==> src/design/dbhold_pkg.sv <==
package dbhold_pkg;

  localparam int MAX_EVENTS = 4;
  localparam int DELAY_BITS = 16;
  localparam int US_PER_MS  = 1000;
  // A 16-bit millisecond count times 1000 fits in 26 bits.
  localparam int DLY_US_W   = 26;
  localparam int CNT_W      = 3;
  localparam int TIME_W     = 64;
  localparam int ADDR_W     = 6;
  localparam int DATA_W     = 64;

  localparam logic [2:0] REG_FLAG_MODE   = 3'd0;
  localparam logic [2:0] REG_DEBOUNCE_US = 3'd1;
  localparam logic [2:0] REG_EVENT_COUNT = 3'd2;
  localparam logic [2:0] REG_EVENT_LVLS  = 3'd3;
  localparam logic [2:0] REG_EVENT_DLYS  = 3'd4;

  localparam logic FLAG_MODE_RAW    = 1'b0;
  localparam logic FLAG_MODE_STABLE = 1'b1;

  typedef logic [DLY_US_W-1:0] dly_us_t;

  typedef struct packed {
    logic              pin_level;
    logic [TIME_W-1:0] time_us;
    logic              clear_high;
    logic              clear_low;
  } in_item_t;

  typedef struct packed {
    logic                  stable_level;
    logic                  high_seen;
    logic                  low_seen;
    logic [MAX_EVENTS-1:0] fired_mask;
  } out_item_t;

  typedef struct packed {
    logic                           flag_mode;
    logic [31:0]                    debounce_us;
    logic [CNT_W-1:0]               slots;
    logic [MAX_EVENTS-1:0]          levels;
    dly_us_t [MAX_EVENTS-1:0]       dly_us;
  } cfg_t;

  function automatic dly_us_t ms_to_us(input logic [DELAY_BITS-1:0] ms);
    return DLY_US_W'(ms) * DLY_US_W'(US_PER_MS);
  endfunction

endpackage

==> src/design/dbhold_cfg.sv <==
module dbhold_cfg (
  input  logic                               clk,
  input  logic                               rst_n,
  input  logic                               psel,
  input  logic                               penable,
  input  logic                               pwrite,
  input  logic [dbhold_pkg::ADDR_W-1:0]      paddr,
  input  logic [dbhold_pkg::DATA_W-1:0]      pwdata,
  output logic [dbhold_pkg::DATA_W-1:0]      prdata,
  output logic                               pready,
  output dbhold_pkg::cfg_t                   cfg
);

  logic                                     flag_mode_r;
  logic [31:0]                              debounce_r;
  logic [dbhold_pkg::CNT_W-1:0]             count_r;
  logic [dbhold_pkg::MAX_EVENTS-1:0]        levels_r;
  logic [dbhold_pkg::DATA_W-1:0]            delays_r;
  dbhold_pkg::dly_us_t [dbhold_pkg::MAX_EVENTS-1:0] dly_us_r;
  logic                                     wr;
  logic [2:0]                               idx;

  assign pready = 1'b1;
  assign wr     = psel && penable && pwrite;
  assign idx    = paddr[5:3];

  // The hold times are kept in microseconds as well, so that the sample
  // path only has to compare.
  always_ff @(posedge clk) begin
    if (!rst_n) begin
      flag_mode_r <= dbhold_pkg::FLAG_MODE_STABLE;
      debounce_r  <= '0;
      count_r     <= '0;
      levels_r    <= '0;
      delays_r    <= '0;
      dly_us_r    <= '0;
    end else if (wr) begin
      case (idx)
        dbhold_pkg::REG_FLAG_MODE:   flag_mode_r <= pwdata[0];
        dbhold_pkg::REG_DEBOUNCE_US: debounce_r  <= pwdata[31:0];
        dbhold_pkg::REG_EVENT_COUNT: count_r     <= pwdata[dbhold_pkg::CNT_W-1:0];
        dbhold_pkg::REG_EVENT_LVLS:  levels_r    <= pwdata[dbhold_pkg::MAX_EVENTS-1:0];
        dbhold_pkg::REG_EVENT_DLYS: begin
          delays_r <= pwdata;
          for (int i = 0; i < dbhold_pkg::MAX_EVENTS; i++) begin
            dly_us_r[i] <= dbhold_pkg::ms_to_us(
                pwdata[i*dbhold_pkg::DELAY_BITS +: dbhold_pkg::DELAY_BITS]);
          end
        end
        default: ;
      endcase
    end
  end

  always_comb begin
    case (idx)
      dbhold_pkg::REG_FLAG_MODE:   prdata = dbhold_pkg::DATA_W'(flag_mode_r);
      dbhold_pkg::REG_DEBOUNCE_US: prdata = dbhold_pkg::DATA_W'(debounce_r);
      dbhold_pkg::REG_EVENT_COUNT: prdata = dbhold_pkg::DATA_W'(count_r);
      dbhold_pkg::REG_EVENT_LVLS:  prdata = dbhold_pkg::DATA_W'(levels_r);
      dbhold_pkg::REG_EVENT_DLYS:  prdata = delays_r;
      default:                     prdata = '0;
    endcase
  end

  always_comb begin
    cfg.flag_mode   = flag_mode_r;
    cfg.debounce_us = debounce_r;
    cfg.levels      = levels_r;
    cfg.dly_us      = dly_us_r;
    if (count_r > dbhold_pkg::CNT_W'(dbhold_pkg::MAX_EVENTS)) begin
      cfg.slots = dbhold_pkg::CNT_W'(dbhold_pkg::MAX_EVENTS);
    end else begin
      cfg.slots = count_r;
    end
  end

endmodule

==> src/design/debounced_input_hold_event_trigger_top.sv <==
// An accepted request's result is registered once the result register is free or drained.
// Throughput: one request per cycle while out_stall is low; the input register and the
// result register decouple the two channels, and the whole per-sample update is one pass of logic.
// Reset (rst_n, synchronous, active low) empties both registers, clears the
// debouncer state and flags, and returns the configuration registers to defaults.
module debounced_input_hold_event_trigger_top (
  input  logic                           clk,
  input  logic                           rst_n,
  input  logic                           in_valid,
  output logic                           in_stall,
  input  dbhold_pkg::in_item_t           in_item,
  output logic                           out_valid,
  input  logic                           out_stall,
  output dbhold_pkg::out_item_t          out_item,
  input  logic                           psel,
  input  logic                           penable,
  input  logic                           pwrite,
  input  logic [dbhold_pkg::ADDR_W-1:0]  paddr,
  input  logic [dbhold_pkg::DATA_W-1:0]  pwdata,
  output logic [dbhold_pkg::DATA_W-1:0]  prdata,
  output logic                           pready
);

  localparam int TW = dbhold_pkg::TIME_W;
  localparam int NE = dbhold_pkg::MAX_EVENTS;
  localparam int DW = dbhold_pkg::DLY_US_W;

  dbhold_pkg::cfg_t      cfg;
  logic                  in_vld_r;
  dbhold_pkg::in_item_t  in_item_r;
  logic                  out_vld_r;
  dbhold_pkg::out_item_t out_item_r;

  logic                           started_r;
  logic                           stable_r;
  logic [TW-1:0]                  hold_r;
  logic [TW-1:0]                  accept_r;
  logic [NE-1:0]                  sent_r;
  logic [dbhold_pkg::CNT_W-1:0]   marks_len_r;
  logic                           high_r;
  logic                           low_r;

  logic                           move;
  logic                           level;
  logic [TW-1:0]                  now;
  logic [TW-1:0]                  hold_eff;
  logic                           stable_eff;
  logic [TW:0]                    hold_diff;
  logic                           reload;
  logic [TW-1:0]                  acc_diff;
  logic                           take;
  logic [TW-1:0]                  held;
  logic                           high_nxt;
  logic                           low_nxt;
  logic [NE-1:0]                  sent_base;
  logic [NE-1:0]                  fire;
  logic [dbhold_pkg::CNT_W-1:0]   marks_len_nxt;
  logic                           armed;
  logic                           stable_nxt;
  logic [TW-1:0]                  hold_nxt;
  logic [TW-1:0]                  accept_nxt;

  dbhold_cfg u_cfg (
    .clk     (clk),
    .rst_n   (rst_n),
    .psel    (psel),
    .penable (penable),
    .pwrite  (pwrite),
    .paddr   (paddr),
    .pwdata  (pwdata),
    .prdata  (prdata),
    .pready  (pready),
    .cfg     (cfg)
  );

  assign move      = in_vld_r && (!out_vld_r || !out_stall);
  assign in_stall  = in_vld_r && !move;
  assign out_valid = out_vld_r;
  assign out_item  = out_item_r;

  assign level = in_item_r.pin_level;
  assign now   = in_item_r.time_us;

  // The first sample seeds the stable level and the hold start.
  assign hold_eff   = started_r ? hold_r : now;
  assign stable_eff = started_r ? stable_r : level;

  // Both differences are formed in parallel. A backwards timestamp reloads
  // both stored times, which makes the held time zero and blocks a level change for this sample.
  assign hold_diff = {1'b0, now} - {1'b0, hold_eff};
  assign reload    = hold_diff[TW];
  assign acc_diff  = now - accept_r;
  assign take      = (level != stable_eff) && !reload &&
                     (acc_diff > TW'(cfg.debounce_us));
  assign held      = (reload || take) ? '0 : hold_diff[TW-1:0];

  always_comb begin
    high_nxt = high_r && !in_item_r.clear_high;
    low_nxt  = low_r && !in_item_r.clear_low;
    if ((cfg.flag_mode == dbhold_pkg::FLAG_MODE_RAW) ||
        (cfg.flag_mode == dbhold_pkg::FLAG_MODE_STABLE && take)) begin
      if (level) begin
        high_nxt = 1'b1;
      end else begin
        low_nxt = 1'b1;
      end
    end
  end

  assign sent_base     = take ? '0 : sent_r;
  assign marks_len_nxt = take ? cfg.slots : marks_len_r;
  assign armed         = (marks_len_nxt == cfg.slots);

  always_comb begin
    for (int i = 0; i < NE; i++) begin
      fire[i] = armed && (dbhold_pkg::CNT_W'(i) < cfg.slots) &&
                (cfg.levels[i] == level) && !sent_base[i] &&
                ((held[TW-1:DW] != '0) || (held[DW-1:0] >= cfg.dly_us[i]));
    end
  end

  assign stable_nxt = take ? level : stable_eff;
  assign hold_nxt   = (take || reload) ? now : hold_eff;
  assign accept_nxt = (take || reload) ? now : accept_r;

  always_ff @(posedge clk) begin
    if (!rst_n) begin
      in_vld_r    <= 1'b0;
      out_vld_r   <= 1'b0;
      started_r   <= 1'b0;
      stable_r    <= 1'b0;
      hold_r      <= '0;
      accept_r    <= '0;
      sent_r      <= '0;
      marks_len_r <= '0;
      high_r      <= 1'b0;
      low_r       <= 1'b0;
    end else begin
      if (in_valid && !in_stall) begin
        in_vld_r  <= 1'b1;
        in_item_r <= in_item;
      end else if (move) begin
        in_vld_r <= 1'b0;
      end

      if (move) begin
        out_vld_r               <= 1'b1;
        out_item_r.stable_level <= stable_nxt;
        out_item_r.high_seen    <= high_nxt;
        out_item_r.low_seen     <= low_nxt;
        out_item_r.fired_mask   <= fire;
        started_r               <= 1'b1;
        stable_r                <= stable_nxt;
        hold_r                  <= hold_nxt;
        accept_r                <= accept_nxt;
        sent_r                  <= sent_base | fire;
        marks_len_r             <= marks_len_nxt;
        high_r                  <= high_nxt;
        low_r                   <= low_nxt;
      end else if (!out_stall) begin
        out_vld_r <= 1'b0;
      end
    end
  end

endmodule
==> config.mk <==
export PLATFORM = sky130hd
export DESIGN_NAME = debounced_input_hold_event_trigger_top
export DESIGN_NICKNAME = d
export VERILOG_FILES = /design/src/design/dbhold_pkg.sv /design/src/design/dbhold_cfg.sv /design/src/design/debounced_input_hold_event_trigger_top.sv
export SDC_FILE = /design/constraint.sdc
export NUM_CORES = 2
export LEC_CHECK = 0
export BUFFER_PORTS_ARGS = -buffer_cell sky130_fd_sc_hd__buf_2
export CAP_MARGIN = 20
export CORE_MARGIN = 3
export CORE_UTILIZATION = 60
export CTS_CLUSTER_DIAMETER = 150
export CTS_CLUSTER_SIZE = 25
export DETAILED_ROUTE_END_ITERATION = 7
export PLACE_DENSITY_LB_ADDON = 0.25
export SYNTH_ARGS = -nofsm -noshare
export SYNTH_HDL_FRONTEND = slang
export SYNTH_HIERARCHICAL = 1
export SYNTH_SLANG_ARGS = --single-unit
==> constraint.sdc <==
create_clock -name clk -period 10.5 [get_ports clk]
set_input_delay 0.525 -clock clk [delete_from_list [all_inputs] [get_ports clk]]
set_output_delay 0.525 -clock clk [all_outputs]
set_load 0.01 [all_outputs]
* Word-level counts from Yosys, hierarchy flattened *
Cells that the tools add are included.

word-level totals
  output and inout bits = 74
  logic and storage cells = 128
  register bits after elaboration = 411

cells by class
  reduce and logical (&&, ||, !) cells = 55
  bitwise gates (word level) = 2
  $add $sub $neg = 2
  equal/unequal tests = 11
  multiply operators = 4
  $lt $le $gt $ge = 10
  muxes and demuxes = 17

operators with widths
  cell                                                                    number
  64-bit one-hot mux with 5 select lines                                  1
  64-bit 2-to-1 mux                                                       3
  26-bit greater-or-equal comparator                                      4
  16-bit by 7-bit multiplier with 23-bit output (second input constant)   4
  64-bit by 64-bit subtractor with 65-bit output                          1
  64-bit by 32-bit > comparator with 1-bit output                         1
  64-bit subtractor                                                       1
  38-bit nonzero test                                                     1
  1-bit logical AND                                                       26
  2-bit AND reduction                                                     8
  1-bit logical NOT                                                       11
  1-bit 2-to-1 mux                                                        10
  1-bit logical OR                                                        7
  3-bit by 2-bit equality test with 1-bit output (second input constant)  2
  1-bit by 3-bit < comparator with 1-bit output (first input constant)    2
  2-bit by 3-bit < comparator with 1-bit output (first input constant)    2
  3-bit 2-to-1 mux                                                        2
  1-bit equality test                                                     4
  4-bit 2-to-1 mux                                                        1
  4-bit OR                                                                1
  3-bit by 1-bit equality test with 1-bit output (second input constant)  1
  3-bit equality test                                                     1
  3-bit equality test (second input constant)                             1
  3-bit > comparator (second input constant)                              1
  5 further kinds                                                         5

* Longest topological paths before layout *
  word-level depth = 12
  gate-level depth with buffers = 38
  mapped depth without buffers = 36

* Modules after synthesis *
The synthesis kept the hierarchy.

by module, submodules not included
  module                                  times used  area each (µm²)  cells an instance
  debounced_input_hold_event_trigger_top  1           20692.3          2727
  dbhold_cfg                              1           18097.4          2082

* Worst setup path after synthesis *
OpenSTA, ideal clock, no wires.

  kind = reg2reg
  start point = register in_item_r (netlist bit now[0])
  end point = register sent_r[0]
  period minus slack after synthesis = 6.743 ns
  path slack = 3.757 ns
  data arrival time = 6.626 ns
  library setup time = 0.117 ns
  stages on the path, launching flop included = 37
  required time = 10.383 ns
  path through = edfxtp_1 inv_1 ha_1 inv_1 fa_1 a41o_1 a211o_1 a211oi_1 o21ai_1 a221oi_1 xnor2_1 ha_1 nand4_1 nor4_1 nand2_1 nand3_1 o2111ai_1 nor4_1 nand4_1 and4b_4 a31oi_4 clkbuf_1 clkbuf_1 nor2_1 ha_1 a21o_1 a21oi_1 nor2b_1 o21ai_0 nand2b_1 a21oi_1 nor2b_1 o21ai_0 nand2_1 a31o_2 o31a_1 a22o_1

between the ends
  cells in the longest elaborated chain, start to end = 12
  elaborated cells between the ends (all ways) = 21
  those cells by class = 2 x add/sub; 2 x order compare; 1 x eq/ne; 4 x mux; 1 x bitwise; 11 x reduce/logical

RTL lines
  what                                                        RTL line                                       text
  from (decl)                                                 debounced_input_hold_event_trigger_top.sv:30   dbhold_pkg::in_item_t in_item_r;
  from (signal assigned)                                      debounced_input_hold_event_trigger_top.sv:141  in_item_r <= in_item;
  branches (longest 10 deep; another with 64-bit subtractor)  -
  1-bit logical AND *                                         debounced_input_hold_event_trigger_top.sv:117  (cfg.levels[i] == level) && !sent_base[i] &&
  named net fire[0]                                           debounced_input_hold_event_trigger_top.sv:56   logic [NE-1:0] fire;
  4-bit OR *                                                  debounced_input_hold_event_trigger_top.sv:156  sent_r <= sent_base | fire;
  to (signal assigned)                                        debounced_input_hold_event_trigger_top.sv:156
  to (decl)                                                   debounced_input_hold_event_trigger_top.sv:38   logic [NE-1:0] sent_r;

Mark *: on every way through the listed nets, which the timed path passes.
A chain may end at the register's enable or synchronous reset.

* Worst setup path in the final report *
  start point = register in_item_r (netlist bit now[0])
  end point = register sent_r[2]

The elaborated chain is that of the path after synthesis.

==> impl_results.md <==
* Status: completed
* Post-Syn Area at 38800 um^2
* RD Place Congestion at 0.975
* Total CTS buffers at 20
* Leakage power at 17.2 nW
* Final Skew at 0.0259 ns
* Worst Path Buf+Inv at 2
* Hold depth at 1
* Worst VDD drop at 0.133 mV
* Slowest CP cell: nor3b_1
* Die height at 260 um
* RSZ-0062 raised after global routing: no
* WS Path Type: register to register
* Die Area at 67700 um^2
* Global-route wire length before repair at 177000 um
* Final core occ at 64.2%
* Place WS at 2.31 ns
* Post-CTS resize count at 0
* Placed cells at 5685
* Seq/Total Area, Yosys at 22.7%
* Switching pwr at 3.16 mW
* Cells after Synth at 4809
* Vias/cell at 6.05
* Slowest stage delay, CP at 0.82 ns
* DR vias at 34622
* H-tree levels at 1
* Vias in the first global route at 32252
* Setup violations, final at 0
* Largest net degree at the start of global routing at 89
* Clock power share at 13.8%
* Total track usage at 32.4%
* Initial antenna violation count at 4
* Final #Nets at 5691
* Dpl hpwl at 88000 um
* Area Growth Syn to Fin at 5.23%
* Max frequency at 118 MHz
* DR iter-0 viols at 3412
* Synth area leader: dfxtp_1
* Post-synth top cells: nand2_1, inv_1, a21oi_1, ha_1, dfxtp_1
* Hold Path Class: primary input to register
* Starting density of the core at 61.0%
* Clock Tree Buf Depth at 3
* Remaining routing DRC violations at 0
* Grt total ovfl at 0
* Synthesis-stage register bit count at 403
* # diodes at 0
* Wirelength, routed at 111000 um
* PwrDens at 168 nW/um^2
* Worst Setup Start Kind: register
* CP endpoint kind: register
* Post-synth top area share at 17.0%
* Crit path time final at 8.47 ns
* Setup ws final at 2.03 ns
* Non-Filler Instances at 5721
* PortBufs at 213
* Core outline area at 63500 um^2
* Setup TNS at 0 ns
* Max-slew headroom at 28.1%
* Mapped Avg Cell Area at 8.07 um^2
* Combinational share of power at 61.9%
* Num ports at 218
* CTS root buf: clkbuf_16
* Cell variety after synth at 111
* Drt pass-1 iters at 6
* Ys async rst share at 0%
* Pint at 3.71 mW
* Sequential power share at 24.4%
* Max-cap viol count at 0
* Setup repair bufs after CTS at 0
* Switch share at 46.0%
* Post-synth EDFFs at 74
* CP Data Arrival Time at 8.95 ns
* Most used cell, CP: ha_1
* Period utilization at 80.7%
* FF-to-FF path depth at 30
* Family with the most delay on the worst path: simple AND/OR/NAND/NOR gates
* Worst-margin pin slew at 1.05 ns
* Clock Latency Late Sink at 0.59 ns
* # hold bufs at CTS at 0
* Slew Limit Fails at 0
* Die width at 260 um
* Top_reg_cell synth: dfxtp_1
* Final total power at 6.87 mW
* CTS tree: built
* Clk slew on worst S/H paths at 0.12 ns
* Crit path max fanout at 19
* Proportion of layout cells with a drive suffix above 1 at 7.12%
* Area contributors post-synth: dfxtp_1, ha_1, fa_1
* CP Depth at 30
* YS warnings at 6
* Routed len/inst at 19.4 um
* Crit path required time at 10.98 ns
* FP Rows at 92
* Final ANT Viol Nets at 0
* Most frequent cell after synthesis: nand2_1
* Fin. Hold Viols at 0
* Clock sinks at 403
[power by group through the flow]
stage	registers (mW)	clock network, mW	logic, mW
floorplan	1.69	0	3.21
global placement	1.71	0	4.08
detailed placement	1.71	0	4.16
CTS	1.67	0.964	4.19
global route	1.68	1.01	4.76
finish	1.67	0.946	4.25
[layout by cell type, fill, tap and decap left out, types with 53 or more instances in the layout]
cell type	netlist	layout
dfxtp_1	329	328
a21oi_1	551	551
inv_1	553	552
o21ai_0	170	170
nand2_1	762	760
a21o_1	114	114
nand3_1	68	68
buf_2	41	214
fa_1	217	217
xnor2_1	98	98
ha_1	468	468
edfxtp_1	74	74
nand4_1	84	84
mux2i_1	86	86
nor2_1	255	253
nor3_1	53	53
[layout make-up]
cell class / instances / area, um^2
sequential: 403 / 8810
clock buffer: 34 / 584
clock inverter: 1 / 20.0
multi-input combinational: 3644 / 27000
timing repair buffer: 239 / 1260
inverter: 554 / 2080
fill: 5642 / 22700
tap: 846 / 1060
[cell families after synthesis]
family | count (synthesis) | share of synthesized area (%)
simple gates | 1480 | 17.3
compound gates | 1225 | 20.0
buf+inv | 773 | 7.90
fa+ha+maj | 686 | 26.3
flops | 403 | 22.7
xor+xnor | 146 | 3.30
mux | 94 | 2.48
other cells | 2 | 0.0194
[routing by layer]
| layer | vias up | track usage, % | wire length, um |
|---|---|---|---|
| li1 | 16633 | - | - |
| met2 | 1211 | 49.6 | 47800 |
| met4 | 6 | 7.51 | 2870 |
| met5 | - | 0 | 38 |
| met3 | 157 | 4.38 | 8300 |
| met1 | 16615 | 48.5 | 52200 |
[metrics by stage]
| step | hold WS (ns) | instance area (um^2) |
|---|---|---|
| 5_1_grt | 0.0853 | 40800 |
| 6_report | 0.103 | 40800 |
| 4_1_cts | 0.0834 | 40800 |
| 3_5_place_dp | 0.443 | 40200 |
| 2_1_floorplan | 0.425 | 38800 |
| 3_3_place_gp | 0.436 | 40200 |
[sequential cells by signal, indices dropped and copies added, names as in the netlist]
| register | flops |
|---|---|
| u_cfg/levels_r | 4 |
| high_r | 1 |
| sent_r | 4 |
| u_cfg/cfg | 84 |
| started_r | 1 |
| level | 1 |
| u_cfg/count_r | 3 |
| in_vld_r | 1 |
| u_cfg/debounce_r | 32 |
| stable_r | 1 |
| out_valid | 1 |
| in_item_r | 2 |
| u_cfg/flag_mode_r | 1 |
| marks_len_r | 3 |
| low_r | 1 |
| out_item | 7 |
| u_cfg/delays_r | 64 |
| now | 64 |
| hold_r | 64 |
| accept_r | 64 |
[worst paths after layout]
path	from	endpoint	slack (ns)
setup / recovery	now[0]$_DFFE_PP_	sent_r[2]$_SDFFE_PN0P_	2.03
hold / removal	in_item[43]	now[41]$_DFFE_PP_	0.10
setup reg to reg	now[0]$_DFFE_PP_	sent_r[2]$_SDFFE_PN0P_	2.03
hold reg to reg	u_cfg/delays_r[51]$_SDFFE_PN0P_	u_cfg/delays_r[51]$_SDFFE_PN0P_	0.45
No activity file was read; power rests on OpenSTA's default activity.
